File: config.mk
export PLATFORM = sky130hd
export DESIGN_NAME = cff_dict_token_decoder
export DESIGN_NICKNAME = d
export VERILOG_FILES = /design/src/rtl/cdtd_pkg.sv /design/src/rtl/cdtd_parser.sv /design/src/rtl/cff_dict_token_decoder.sv
export VERILOG_INCLUDE_DIRS = /design/src /design/src/rtl
export SDC_FILE = /design/constraint.sdc
export NUM_CORES = 1
export LEC_CHECK = 0
export BUFFER_PORTS_ARGS = -buffer_cell sky130_fd_sc_hd__buf_2
export CORE_MARGIN = 2
export CORE_UTILIZATION = 55
export DETAILED_ROUTE_END_ITERATION = 10
export PLACE_DENSITY = 0.75
export SLEW_MARGIN = 0
export SYNTH_ARGS = -nofsm -noshare
export SYNTH_HDL_FRONTEND = slang
export SYNTH_SLANG_ARGS = --single-unit
File: constraint.sdc
create_clock -name clk -period 10.7 [get_ports clk]
set_clock_uncertainty 0.2 [all_clocks]
set_input_delay 2.675 -clock clk [delete_from_list [all_inputs] [get_ports clk]]
set_output_delay 2.675 -clock clk [all_outputs]
set_load 0.005 [all_outputs]
File: src/rtl/cff_dict_token_decoder_assert.svh
// ----------------------------------------------------------------------------
// CFF DICT token decoder assertion macros
// Shared property forms, clocked on clk and disabled while arst_n is low.
// ----------------------------------------------------------------------------
`ifndef CFF_DICT_TOKEN_DECODER_ASSERT_SVH
`define CFF_DICT_TOKEN_DECODER_ASSERT_SVH

// A condition that must hold at every clock edge out of reset.
`define CDTD_ASSERT_ALWAYS(label, cond, msg) \
	label: assert property (@(posedge clk) disable iff (!arst_n) (cond)) else $error(msg);

// A consequence that must hold in the same cycle as its antecedent.
`define CDTD_ASSERT_IMPLY(label, ante, cons, msg) \
	label: assert property (@(posedge clk) disable iff (!arst_n) (ante) |-> (cons)) \
		else $error(msg);

`endif

File: src/rtl/cdtd_pkg.sv
// ----------------------------------------------------------------------------
// CFF DICT token decoder package
// Transfer types, byte codes, parse modes and token kinds.
// ----------------------------------------------------------------------------
package cdtd_pkg;

	localparam int MAX_REAL_NIBBLES = 16;

	// Parse modes.
	localparam logic [2:0] MODE_IDLE  = 3'd0;
	localparam logic [2:0] MODE_ESC   = 3'd1;
	localparam logic [2:0] MODE_SHORT = 3'd2;
	localparam logic [2:0] MODE_LONG  = 3'd3;
	localparam logic [2:0] MODE_POS   = 3'd4;
	localparam logic [2:0] MODE_NEG   = 3'd5;
	localparam logic [2:0] MODE_REAL  = 3'd6;

	// Token kinds.
	localparam logic [1:0] KIND_OPERATOR  = 2'd0;
	localparam logic [1:0] KIND_INTEGER   = 2'd1;
	localparam logic [1:0] KIND_REAL      = 2'd2;
	localparam logic [1:0] KIND_MALFORMED = 2'd3;

	// DICT byte codes.
	localparam logic [7:0] BYTE_OP_MAX    = 8'd21;
	localparam logic [7:0] BYTE_ESCAPE    = 8'd12;
	localparam logic [7:0] BYTE_SHORT_INT = 8'd28;
	localparam logic [7:0] BYTE_LONG_INT  = 8'd29;
	localparam logic [7:0] BYTE_REAL      = 8'd30;
	localparam logic [7:0] BYTE_INT1_MIN  = 8'd32;
	localparam logic [7:0] BYTE_INT1_MAX  = 8'd246;
	localparam logic [7:0] BYTE_POS_MIN   = 8'd247;
	localparam logic [7:0] BYTE_POS_MAX   = 8'd250;
	localparam logic [7:0] BYTE_NEG_MIN   = 8'd251;
	localparam logic [7:0] BYTE_NEG_MAX   = 8'd254;
	localparam logic [31:0] INT1_BIAS     = 32'd139;
	localparam logic [31:0] INT2_BIAS     = 32'd108;
	localparam logic [3:0] NIBBLE_END     = 4'hf;

	typedef struct packed {
		logic [7:0] data_byte;
		logic       last_byte;
	} byte_item_t;

	typedef struct packed {
		logic [1:0]         token_kind;
		logic               escaped_op;
		logic [7:0]         op_code;
		logic signed [31:0] int_value;
		logic [63:0]        real_nibbles;
		logic [4:0]         real_count;
		logic               real_overflow;
		logic               dict_end;
	} token_item_t;

	typedef struct packed {
		logic [2:0]  mode;
		logic [1:0]  bytes_left;
		logic [31:0] accum;
		logic [63:0] nibbles;
		logic [4:0]  count;
		logic        overflow;
	} parse_state_t;

	localparam parse_state_t PARSE_IDLE = '{
		mode: MODE_IDLE, bytes_left: 2'd0, accum: 32'd0,
		nibbles: 64'd0, count: 5'd0, overflow: 1'b0
	};

endpackage

File: src/rtl/cdtd_parser.sv
// ----------------------------------------------------------------------------
// CFF DICT token decoder parser
// Holds the parse state and decodes one DICT byte into at most one token.
// ----------------------------------------------------------------------------
module cdtd_parser import cdtd_pkg::*; (
	input  logic         clk,
	input  logic         arst_n,
	input  logic         fire,
	input  byte_item_t   item,
	output logic         has_result,
	output token_item_t  result
);

	`include "cff_dict_token_decoder_assert.svh"

	parse_state_t state_q;
	parse_state_t nxt;

	function automatic parse_state_t add_nibble(parse_state_t s, logic [3:0] n);
		parse_state_t r;
		r = s;
		if (s.count < 5'(MAX_REAL_NIBBLES)) begin
			r.nibbles = {s.nibbles[59:0], n};
			r.count   = s.count + 5'd1;
		end else begin
			r.overflow = 1'b1;
		end
		return r;
	endfunction

	logic [7:0]  b;
	logic [3:0]  hi;
	logic [3:0]  lo;
	logic [31:0] acc;
	logic [31:0] two_byte;

	assign b  = item.data_byte;
	assign hi = b[7:4];
	assign lo = b[3:0];
	assign acc = {state_q.accum[23:0], b};
	assign two_byte = {state_q.accum[23:0], 8'd0} + {24'd0, b} + INT2_BIAS;

	always_comb begin
		nxt        = state_q;
		has_result = 1'b0;
		result     = '0;
		result.dict_end = item.last_byte;
		unique case (state_q.mode)
			MODE_IDLE: begin
				if (b <= BYTE_OP_MAX && b != BYTE_ESCAPE) begin
					has_result = 1'b1;
					result.token_kind = KIND_OPERATOR;
					result.op_code = b;
				end else if (b >= BYTE_INT1_MIN && b <= BYTE_INT1_MAX) begin
					has_result = 1'b1;
					result.token_kind = KIND_INTEGER;
					result.int_value = {24'd0, b} - INT1_BIAS;
				end else if (b == BYTE_ESCAPE) begin
					nxt.mode = MODE_ESC;
				end else if (b == BYTE_SHORT_INT) begin
					nxt.mode = MODE_SHORT;
					nxt.bytes_left = 2'd1;
					nxt.accum = 32'd0;
				end else if (b == BYTE_LONG_INT) begin
					nxt.mode = MODE_LONG;
					nxt.bytes_left = 2'd3;
					nxt.accum = 32'd0;
				end else if (b == BYTE_REAL) begin
					nxt.mode = MODE_REAL;
					nxt.nibbles = 64'd0;
					nxt.count = 5'd0;
					nxt.overflow = 1'b0;
				end else if (b >= BYTE_POS_MIN && b <= BYTE_POS_MAX) begin
					nxt.mode = MODE_POS;
					nxt.accum = {24'd0, b - BYTE_POS_MIN};
				end else if (b >= BYTE_NEG_MIN && b <= BYTE_NEG_MAX) begin
					nxt.mode = MODE_NEG;
					nxt.accum = {24'd0, b - BYTE_NEG_MIN};
				end else begin
					has_result = 1'b1;
					result.token_kind = KIND_MALFORMED;
				end
			end
			MODE_ESC: begin
				nxt = PARSE_IDLE;
				has_result = 1'b1;
				result.token_kind = KIND_OPERATOR;
				result.escaped_op = 1'b1;
				result.op_code = b;
			end
			MODE_SHORT, MODE_LONG: begin
				if (state_q.bytes_left == 2'd0) begin
					nxt = PARSE_IDLE;
					has_result = 1'b1;
					result.token_kind = KIND_INTEGER;
					if (state_q.mode == MODE_SHORT) begin
						result.int_value = {{16{acc[15]}}, acc[15:0]};
					end else begin
						result.int_value = acc;
					end
				end else begin
					nxt.accum = acc;
					nxt.bytes_left = state_q.bytes_left - 2'd1;
				end
			end
			MODE_POS: begin
				nxt = PARSE_IDLE;
				has_result = 1'b1;
				result.token_kind = KIND_INTEGER;
				result.int_value = two_byte;
			end
			MODE_NEG: begin
				nxt = PARSE_IDLE;
				has_result = 1'b1;
				result.token_kind = KIND_INTEGER;
				result.int_value = 32'd0 - two_byte;
			end
			MODE_REAL: begin
				if (hi != NIBBLE_END) begin
					nxt = add_nibble(nxt, hi);
					if (lo != NIBBLE_END) begin
						nxt = add_nibble(nxt, lo);
					end
				end
				if (hi == NIBBLE_END || lo == NIBBLE_END) begin
					has_result = 1'b1;
					result.token_kind = KIND_REAL;
					result.real_nibbles = nxt.nibbles;
					result.real_count = nxt.count;
					result.real_overflow = nxt.overflow;
					nxt = PARSE_IDLE;
				end
			end
			default: begin
				nxt = PARSE_IDLE;
			end
		endcase
		// A token still pending on the final byte was cut off.
		if (!has_result && item.last_byte) begin
			nxt = PARSE_IDLE;
			has_result = 1'b1;
			result = '0;
			result.token_kind = KIND_MALFORMED;
			result.dict_end = 1'b1;
		end
	end

	always_ff @(posedge clk or negedge arst_n) begin
		if (!arst_n) begin
			state_q <= PARSE_IDLE;
		end else if (fire) begin
			state_q <= nxt;
		end
	end

	`CDTD_ASSERT_IMPLY(a_idle_clean, state_q.mode == MODE_IDLE,
		state_q == PARSE_IDLE, "parser idle with stale state")
	`CDTD_ASSERT_ALWAYS(a_count_bound, state_q.count <= 5'(MAX_REAL_NIBBLES),
		"nibble count past limit")
	`CDTD_ASSERT_IMPLY(a_overflow_full, state_q.overflow,
		state_q.count == 5'(MAX_REAL_NIBBLES), "overflow before store is full")
	`CDTD_ASSERT_IMPLY(a_bytes_left_mode,
		state_q.mode != MODE_SHORT && state_q.mode != MODE_LONG,
		state_q.bytes_left == 2'd0, "bytes left outside integer modes")

endmodule

File: src/rtl/cff_dict_token_decoder.sv
// A byte taken is held in the byte register, decoded by the parse step and its token held in
// the token register that drives the outputs; a stalled token register holds the byte back.
// Throughput: one byte per cycle, sustained, while the token side takes transfers.
// The figure is set by the single parse step between the byte register and the token register.
// Reset: arst_n low clears both stage valids and returns the parser to idle at once.
// There is no clearing pass; the block takes a byte in the first cycle after reset.
// ----------------------------------------------------------------------------
// CFF DICT token decoder
// Decodes a CFF DICT byte stream into operator, integer, real and malformed tokens.
// ----------------------------------------------------------------------------
module cff_dict_token_decoder import cdtd_pkg::*; (
	input  logic        clk,
	input  logic        arst_n,
	input  logic        byte_valid,
	output logic        byte_stall,
	input  byte_item_t  byte_item,
	output logic        token_valid,
	input  logic        token_stall,
	output token_item_t token_item
);

	// Stage one holds the accepted byte. Stage two holds the finished token.
	logic        byte_valid_s1;
	byte_item_t  byte_item_s1;
	logic        token_valid_s2;
	token_item_t token_item_s2;

	logic        has_result;
	token_item_t result;
	logic        fire;

	// The byte in stage one is consumed when it makes no token, or when the
	// token register is empty or is handing its token over in this cycle.
	// Parse state only moves on that consume, so a stalled byte is held and
	// decoded again against the same state.
	assign fire = byte_valid_s1 && (!has_result || !token_valid_s2 || !token_stall);

	// A new byte is taken whenever stage one is empty or is being consumed,
	// so bytes stream one per cycle while tokens drain.
	assign byte_stall = byte_valid_s1 && !fire;

	cdtd_parser u_parser (
		.clk        (clk),
		.arst_n     (arst_n),
		.fire       (fire),
		.item       (byte_item_s1),
		.has_result (has_result),
		.result     (result)
	);

	always_ff @(posedge clk or negedge arst_n) begin
		if (!arst_n) begin
			byte_valid_s1 <= 1'b0;
		end else if (byte_valid && !byte_stall) begin
			byte_valid_s1 <= 1'b1;
		end else if (fire) begin
			byte_valid_s1 <= 1'b0;
		end
	end

	always_ff @(posedge clk) begin
		if (byte_valid && !byte_stall) begin
			byte_item_s1 <= byte_item;
		end
	end

	// The token register loads on a consume that makes a token; otherwise it
	// empties once its transfer completes, and holds steady while stalled.
	always_ff @(posedge clk or negedge arst_n) begin
		if (!arst_n) begin
			token_valid_s2 <= 1'b0;
		end else if (fire && has_result) begin
			token_valid_s2 <= 1'b1;
		end else if (!token_stall) begin
			token_valid_s2 <= 1'b0;
		end
	end

	always_ff @(posedge clk) begin
		if (fire && has_result) begin
			token_item_s2 <= result;
		end
	end

	assign token_valid = token_valid_s2;
	assign token_item  = token_item_s2;

endmodule

== After elaboration in Yosys (flattened, before gate mapping) ==
Index checks and enable logic that the tools add are counted.

* Output and inout port bits: 116
* Flip-flop bits (word level): 224
* Logic and storage cells: 161
* Input port bits: 13

* Reduce and logical (&&, ||, !) cells: 29
* Mux-type cells: 66
* Bitwise logic cells: 2
* Order comparisons: 9
* Equality and inequality tests: 28
* $add $sub $neg: 9

{| class="wikitable"
|+ Operators by type and width
! cell !! number
|-
| two-way mux 107 bit || 5
|-
| two-way mux 70 bit || 5
|-
| one-hot mux 107 bit (3 select lines) || 1
|-
| two-way mux 69 bit || 4
|-
| two-way mux 32 bit || 8
|-
| one-hot mux 32 bit (4 select lines) || 1
|-
| two-way mux 104 bit || 1
|-
| two-way mux 37 bit || 1
|-
| two-way mux 34 bit || 1
|-
| adder 32 x 7 -> 32 bit, second input constant || 1
|-
| adder 32 x 8 -> 32 bit || 1
|-
| subtractor 1 x 32 -> 32 bit, first input constant || 1
|-
| equality test 8 x 5 -> 1 bit, second input constant || 3
|-
| <= comparator 8 bit, second input constant || 3
|-
| two-way mux 2 bit || 10
|-
| two-way mux 1 bit || 19
|-
| two-way mux 3 bit || 6
|-
| >= comparator 8 bit, second input constant || 2
|-
| one-hot mux 8 bit (2 select lines) || 1
|-
| subtractor 8 bit, second input constant || 2
|-
| != test 3 bit, second input constant || 5
|-
| AND reduction 6 bit || 2
|-
| adder 5 x 1 -> 5 bit, second input constant || 2
|-
| < comparator 5 bit, second input constant || 2
|-
| 31 further kinds || 56
|}

== Longest topological paths before layout ==
* Depth in word-level cells: 23
* Gate-level depth with buffers: 14
* Mapped depth without buffers: 10

== By module ==
A second synthesis with hierarchy kept.

* Cells, all modules: 1,297
* Area total of the unflattened synthesis: 12,759.7 sq um

{| class="wikitable"
|+ By module, submodules not included
! module !! seq. area each (sq um) !! times used !! cells an instance !! area an instance (sq um)
|-
| cdtd_parser || 2,477.4 || 1 || 1,162 || 8,961.1
|-
| cff_dict_token_decoder || 3,743.6 || 1 || 135 || 3,798.6
|}

== Least setup slack after synthesis ==
No wires, ideal clock.

* Path kind: input port to flip-flop
* From: in token_stall
* To: reg token_item_s2, in the netlist token_item[0], enable pin
* Data required time: 9.876 ns
* Setup time: 0.624 ns
* Slack: 1.826 ns
* Arrival time: 8.049 ns
* Stages: 1
* Buffers on the path: 0
* Cells stage by stage: a21oi_1

* Word-level cells in the longest chain between the ends: 4

{| class="wikitable"
|+ RTL lines
! what !! RTL line !! source
|-
| start: declaration || cff_dict_token_decoder.sv:18 || <nowiki>input logic token_stall,</nowiki>
|-
| zero test 1 bit || -- ||
|-
| logical OR 1 bit || cff_dict_token_decoder.sv:36 || <nowiki>assign fire = byte_valid_s1 && (!has_result || !token_valid_s2 || !token_stall);</nowiki>
|-
| logical AND 1 bit || cff_dict_token_decoder.sv:36 ||
|-
| logical AND 1 bit || cff_dict_token_decoder.sv:80 || <nowiki>if (fire && has_result) begin</nowiki>
|-
| end signal: assignment || cff_dict_token_decoder.sv:81 || <nowiki>token_item_s2 <= result;</nowiki>
|-
| end: declaration || cff_dict_token_decoder.sv:26 || <nowiki>token_item_t token_item_s2;</nowiki>
|}

No other way between the ends.
A chain may end at the register's enable or synchronous reset.

== Final worst setup path ==
* From: reg byte_item_s1[4] in the netlist's numbering
* To: out byte_stall

* Word-level cells in the longest chain between the ends: 20
* Elaborated cells between the ends (all ways): 37
* Classes of those cells: 7 x order compare; 6 x eq/ne; 11 x mux; 13 x reduce/logical

{| class="wikitable"
|+ RTL lines
! what !! RTL line !! source
|-
| start: declaration || cff_dict_token_decoder.sv:24 || <nowiki>byte_item_t byte_item_s1;</nowiki>
|-
| start signal: assignment || cff_dict_token_decoder.sv:63 || <nowiki>byte_item_s1 <= byte_item;</nowiki>
|-
| >= comparator 8 bit or <= comparator 8 bit (tied branches) || cdtd_parser.sv:76 || <nowiki>end else if (b >= BYTE_NEG_MIN && b <= BYTE_NEG_MAX) begin</nowiki>
|-
| logical AND 1 bit || cdtd_parser.sv:76 ||
|-
| two-way mux 1 bit || cdtd_parser.sv:76 ||
|-
| two-way mux 1 bit || cdtd_parser.sv:73 || <nowiki>end else if (b >= BYTE_POS_MIN && b <= BYTE_POS_MAX) begin</nowiki>
|-
| two-way mux 1 bit || cdtd_parser.sv:68 || <nowiki>end else if (b == BYTE_REAL) begin</nowiki>
|-
| two-way mux 1 bit || cdtd_parser.sv:64 || <nowiki>end else if (b == BYTE_LONG_INT) begin</nowiki>
|-
| two-way mux 1 bit || cdtd_parser.sv:60 || <nowiki>end else if (b == BYTE_SHORT_INT) begin</nowiki>
|-
| two-way mux 1 bit || cdtd_parser.sv:58 || <nowiki>end else if (b == BYTE_ESCAPE) begin</nowiki>
|-
| [3 not listed] || -- ||
|-
| zero test 1 bit || cdtd_parser.sv:139 || <nowiki>if (!has_result && item.last_byte) begin</nowiki>
|-
| logical AND 1 bit || cdtd_parser.sv:139 ||
|-
| two-way mux 1 bit (*) || cdtd_parser.sv:139 ||
|-
| zero test 1 bit (*) || cff_dict_token_decoder.sv:36 ||
|-
| logical OR 1 bit (*) (2 in series) || cff_dict_token_decoder.sv:36 ||
|-
| logical AND 1 bit (*) || cff_dict_token_decoder.sv:36 ||
|-
| zero test 1 bit (*) || cff_dict_token_decoder.sv:40 || <nowiki>assign byte_stall = byte_valid_s1 && !fire;</nowiki>
|-
| logical AND 1 bit (*) || cff_dict_token_decoder.sv:40 ||
|-
| end: declaration || cff_dict_token_decoder.sv:15 || <nowiki>output logic byte_stall,</nowiki>
|}

Every way passes the cells marked *; elsewhere a longest branch is shown, timed or not.

==> results.yml <==
setup_path:
  rr_worst_depth: 10
  worst_setup_path_end_kind: "output pin"
  reg2reg_from: "byte_item_s1[3]"
  worstSetupPathType: "register to output pin"
  cp_max_fo: 21
  start_kind: "register"
  rr_endpoint: "token_item[95]"
  arrival_ns: 3.99
  ff2ff_setup_slack_ns: 5.91
  required_ns: 7.83
layout:
  area_growth_pct: 12.08
  final_cell_area_sq_um: 14710
  diodes: 0
  drive_above_1_share: 0.1591
  fin_cells: 1771
  final_nets: 1458
grt:
  grt.overflow.total: 0
  grt_antenna_before_repair: 0
  grt_max_degree: 80
  grt.total_usage: 0.2806
  grt_pass1_vias: 10150
  grt_pass1_wl_um: 55720
yosys:
  synth_compound_area_frac: 0.1948
  synth_fa_ha_area_frac: 0.01049
  synth.distinct_cells: 80
  synth_xor_area_frac: 0.03270
  synth_largest_area_cell: "edfxtp_1"
  yosys_most_used_dff: "edfxtp_1"
  synth_top_family_by_area: "compound AO/OA/AOI/OAI gates"
  synth_top_area_frac: 0.2815
  async_flop_share: 0.4509
  synth_edf_count: 123
  syn_nets: 1404
  ys_top_cells_by_area: "edfxtp_1, dfrtp_1, mux2i_1"
  syn_area_sq_um: 13120
  synthCells: 1380
  yosys.area_share.simple: 0.1688
  syn_area_per_cell_sq_um: 9.509
  synth.ff_latch_count: 224
  synth_warnings: 0
  ys_seq_area_frac: 0.4741
  synthMuxAreaShare: 0.07408
power:
  p_leak_nw: 5.724
  p_per_area_nw_per_um2: 210.1
  switching_share: 0.3565
  pwr-share-clk: 0.288
  peakVddDrop_mv: 0.2097
  p_switching_mw: 1.101
  seqPwrFrac: 0.395
  p_int_mw: 1.988
  power_frac_comb: 0.317
place:
  globalplace.congestion: 0.9312
  dp_slack_ns: 4.425
  placedCellCount: 1727
  placed_area_sq_um: 13860
  dp_hpwl_um: 23040
  port_buffers: 128
clocking:
  cts_max_path_buffers: 3
  cts_hold_buf: 0
  post_cts_resized: 0
  cts.sinks: 224
  clkTransAtPathRegs_ns: 0.06
  tritoncts: "built"
  insertion_delay_ns: 0.54
  cts_made_buffers: 24
  post_cts_buffers: 0
  cts-root-buf: "clkbuf_16"
  ctsHtreeMaxLevel: 1
detailed_routing:
  vias_per_cell: 6.209
  wl_per_cell_um: 19.62
  vias: 11000
  wirelength_um: 34760
  drt_iter0_drc: 1001
  drc: 0
  antenna_left: 0
  first_pass_iters: 5
timing:
  post-route-period-util: 0.6419
  tns_ns: 0
  fmax_mhz: 145.6
  fin_ws_ns: 3.832
  fin_crit_ns: 6.868
  hold_viol: 0
  maxSlewViolCount: 0
  hold_ws_ns: 0.2916
  rsz0062_at_grt: "false"
  worst_pin_slew_ns: 1.258
  slew-limit-headroom: 0.1556
  setup_viol: 0
worst_hold_path:
  hp-class: "register to register"
  hp-start: "u_parser.state_q[67]"
  min_to: "u_parser.state_q[67]"
  hold_depth: 1
run_status:
  outcome: "completed"
floorplan:
  core_area_sq_um: 23470
  boundaryPins: 129
  die-area_sq_um: 25110
  initial_utilization: 0.5591
  die_h_um: 158.5
  die_w_um: 158.5
  num_rows: 56
job:
  max-cap-violations: 0
[sequential cells by signal, indices dropped and copies added, names as in the netlist]
signal and flops:
token_valid 1, byte_valid_s1 1, u_parser.acc 24, byte_item_s1 9, token_item 114, u_parser.state_q 75
[synth_stat cells, types with 33 or more instances]
master,n
o31ai_1,34
nand2_1,138
a211oi_1,34
nor3_1,33
clkbuf_1,88
o21ai_0,61
edfxtp_1,123
mux2i_1,87
a21oi_1,101
xnor2_1,33
dfrtp_1,101
nor2_1,186
[area by class of cell]
type / count / area [sq um]
clock buffer: 24 / 600.6
clock inverter: 20 / 250.2
fill: 1984 / 8765
inverter: 24 / 90.09
multi-input combinational: 1012 / 6352
sequential: 224 / 6222
tap: 319 / 399.1
timing repair buffer: 148 / 793.3
[metal layers]
layer	up-vias	wire length, um	global-route usage
li1	5174	-	-
met1	5275	15360	0.4124
met2	488	15920	0.4362
met3	60	2747	0.03865
met4	0	724	0.07937
met5	-	0	0
[cells by family (layout without fill, tap and decap cells)]
logic type	count (synthesis)	in the layout
flops	224	224
xor+xnor	49	49
fa+ha+maj	11	11
compound gates	375	375
simple gates	481	481
buf+inv	144	216
mux	96	96
[placed cells by master (no fill, tap or decap), types with 11 or more instances in the layout]
| master | n |
|---|---|
| ha_1 | 11 |
| buf_2 | 127 |
| o2bb2ai_1 | 31 |
| nand2_1 | 138 |
| xor2_1 | 16 |
| a21oi_1 | 100 |
| nor2_1 | 185 |
| inv_1 | 24 |
| buf_4 | 21 |
| o31ai_1 | 34 |
| a31oi_1 | 13 |
| mux2i_1 | 87 |
| o21ai_0 | 60 |
| a211oi_1 | 34 |
| o221ai_1 | 11 |
| edfxtp_1 | 123 |
| o211ai_1 | 11 |
| clkbuf_16 | 24 |
| dfrtp_1 | 100 |
| nand4_1 | 13 |
| and3_1 | 13 |
| nand3_1 | 25 |
| nor3_1 | 32 |
| xnor2_1 | 33 |
[how the worst max path moves through the flow]
| stage | from | end | slack (ns) | cells after the start |
|---|---|---|---|---|
| after floorplan | token_stall | token_item[0] | 1.83 | 1 |
| after global placement | byte_item_s1[4] | byte_stall | 4.48 | 9 |
| after detailed placement | byte_item_s1[4] | byte_stall | 4.42 | 9 |
| after CTS | byte_item_s1[4] | byte_stall | 3.87 | 9 |
| after global routing | byte_item_s1[4] | byte_stall | 3.45 | 9 |
| final | byte_item_s1[4] | byte_stall | 3.83 | 9 |
[critical path, stage by stage (launching register included)]
cell      delay [ns]
edfxtp_1        0.78
inv_1           0.26
ha_1            0.32
nand2_1         0.09
o211ai_1        0.12
a31oi_1         0.54
nor2_1          0.22
o41ai_1         0.78
nor2_1          0.18
buf_2           0.17
[per-stage QoR]
stage	power [mW]	util
2_1_floorplan	1.879	-
5_1_grt	3.257	0.6266
6_report	3.090	0.6266
4_1_cts	3.097	0.6266
3_3_place_gp	2.195	0.5904
3_5_place_dp	2.201	0.5904
[power by group through the flow]
stage	registers [mW]	clock network (mW)	logic (mW)
2_1_floorplan	1.23	0	0.648
3_3_place_gp	1.23	0	0.962
3_5_place_dp	1.23	0	0.966
4_1_cts	1.22	0.905	0.972
5_1_grt	1.24	0.934	1.08
6_report	1.22	0.888	0.980
Note: power is estimated with default switching activity, not from simulation.
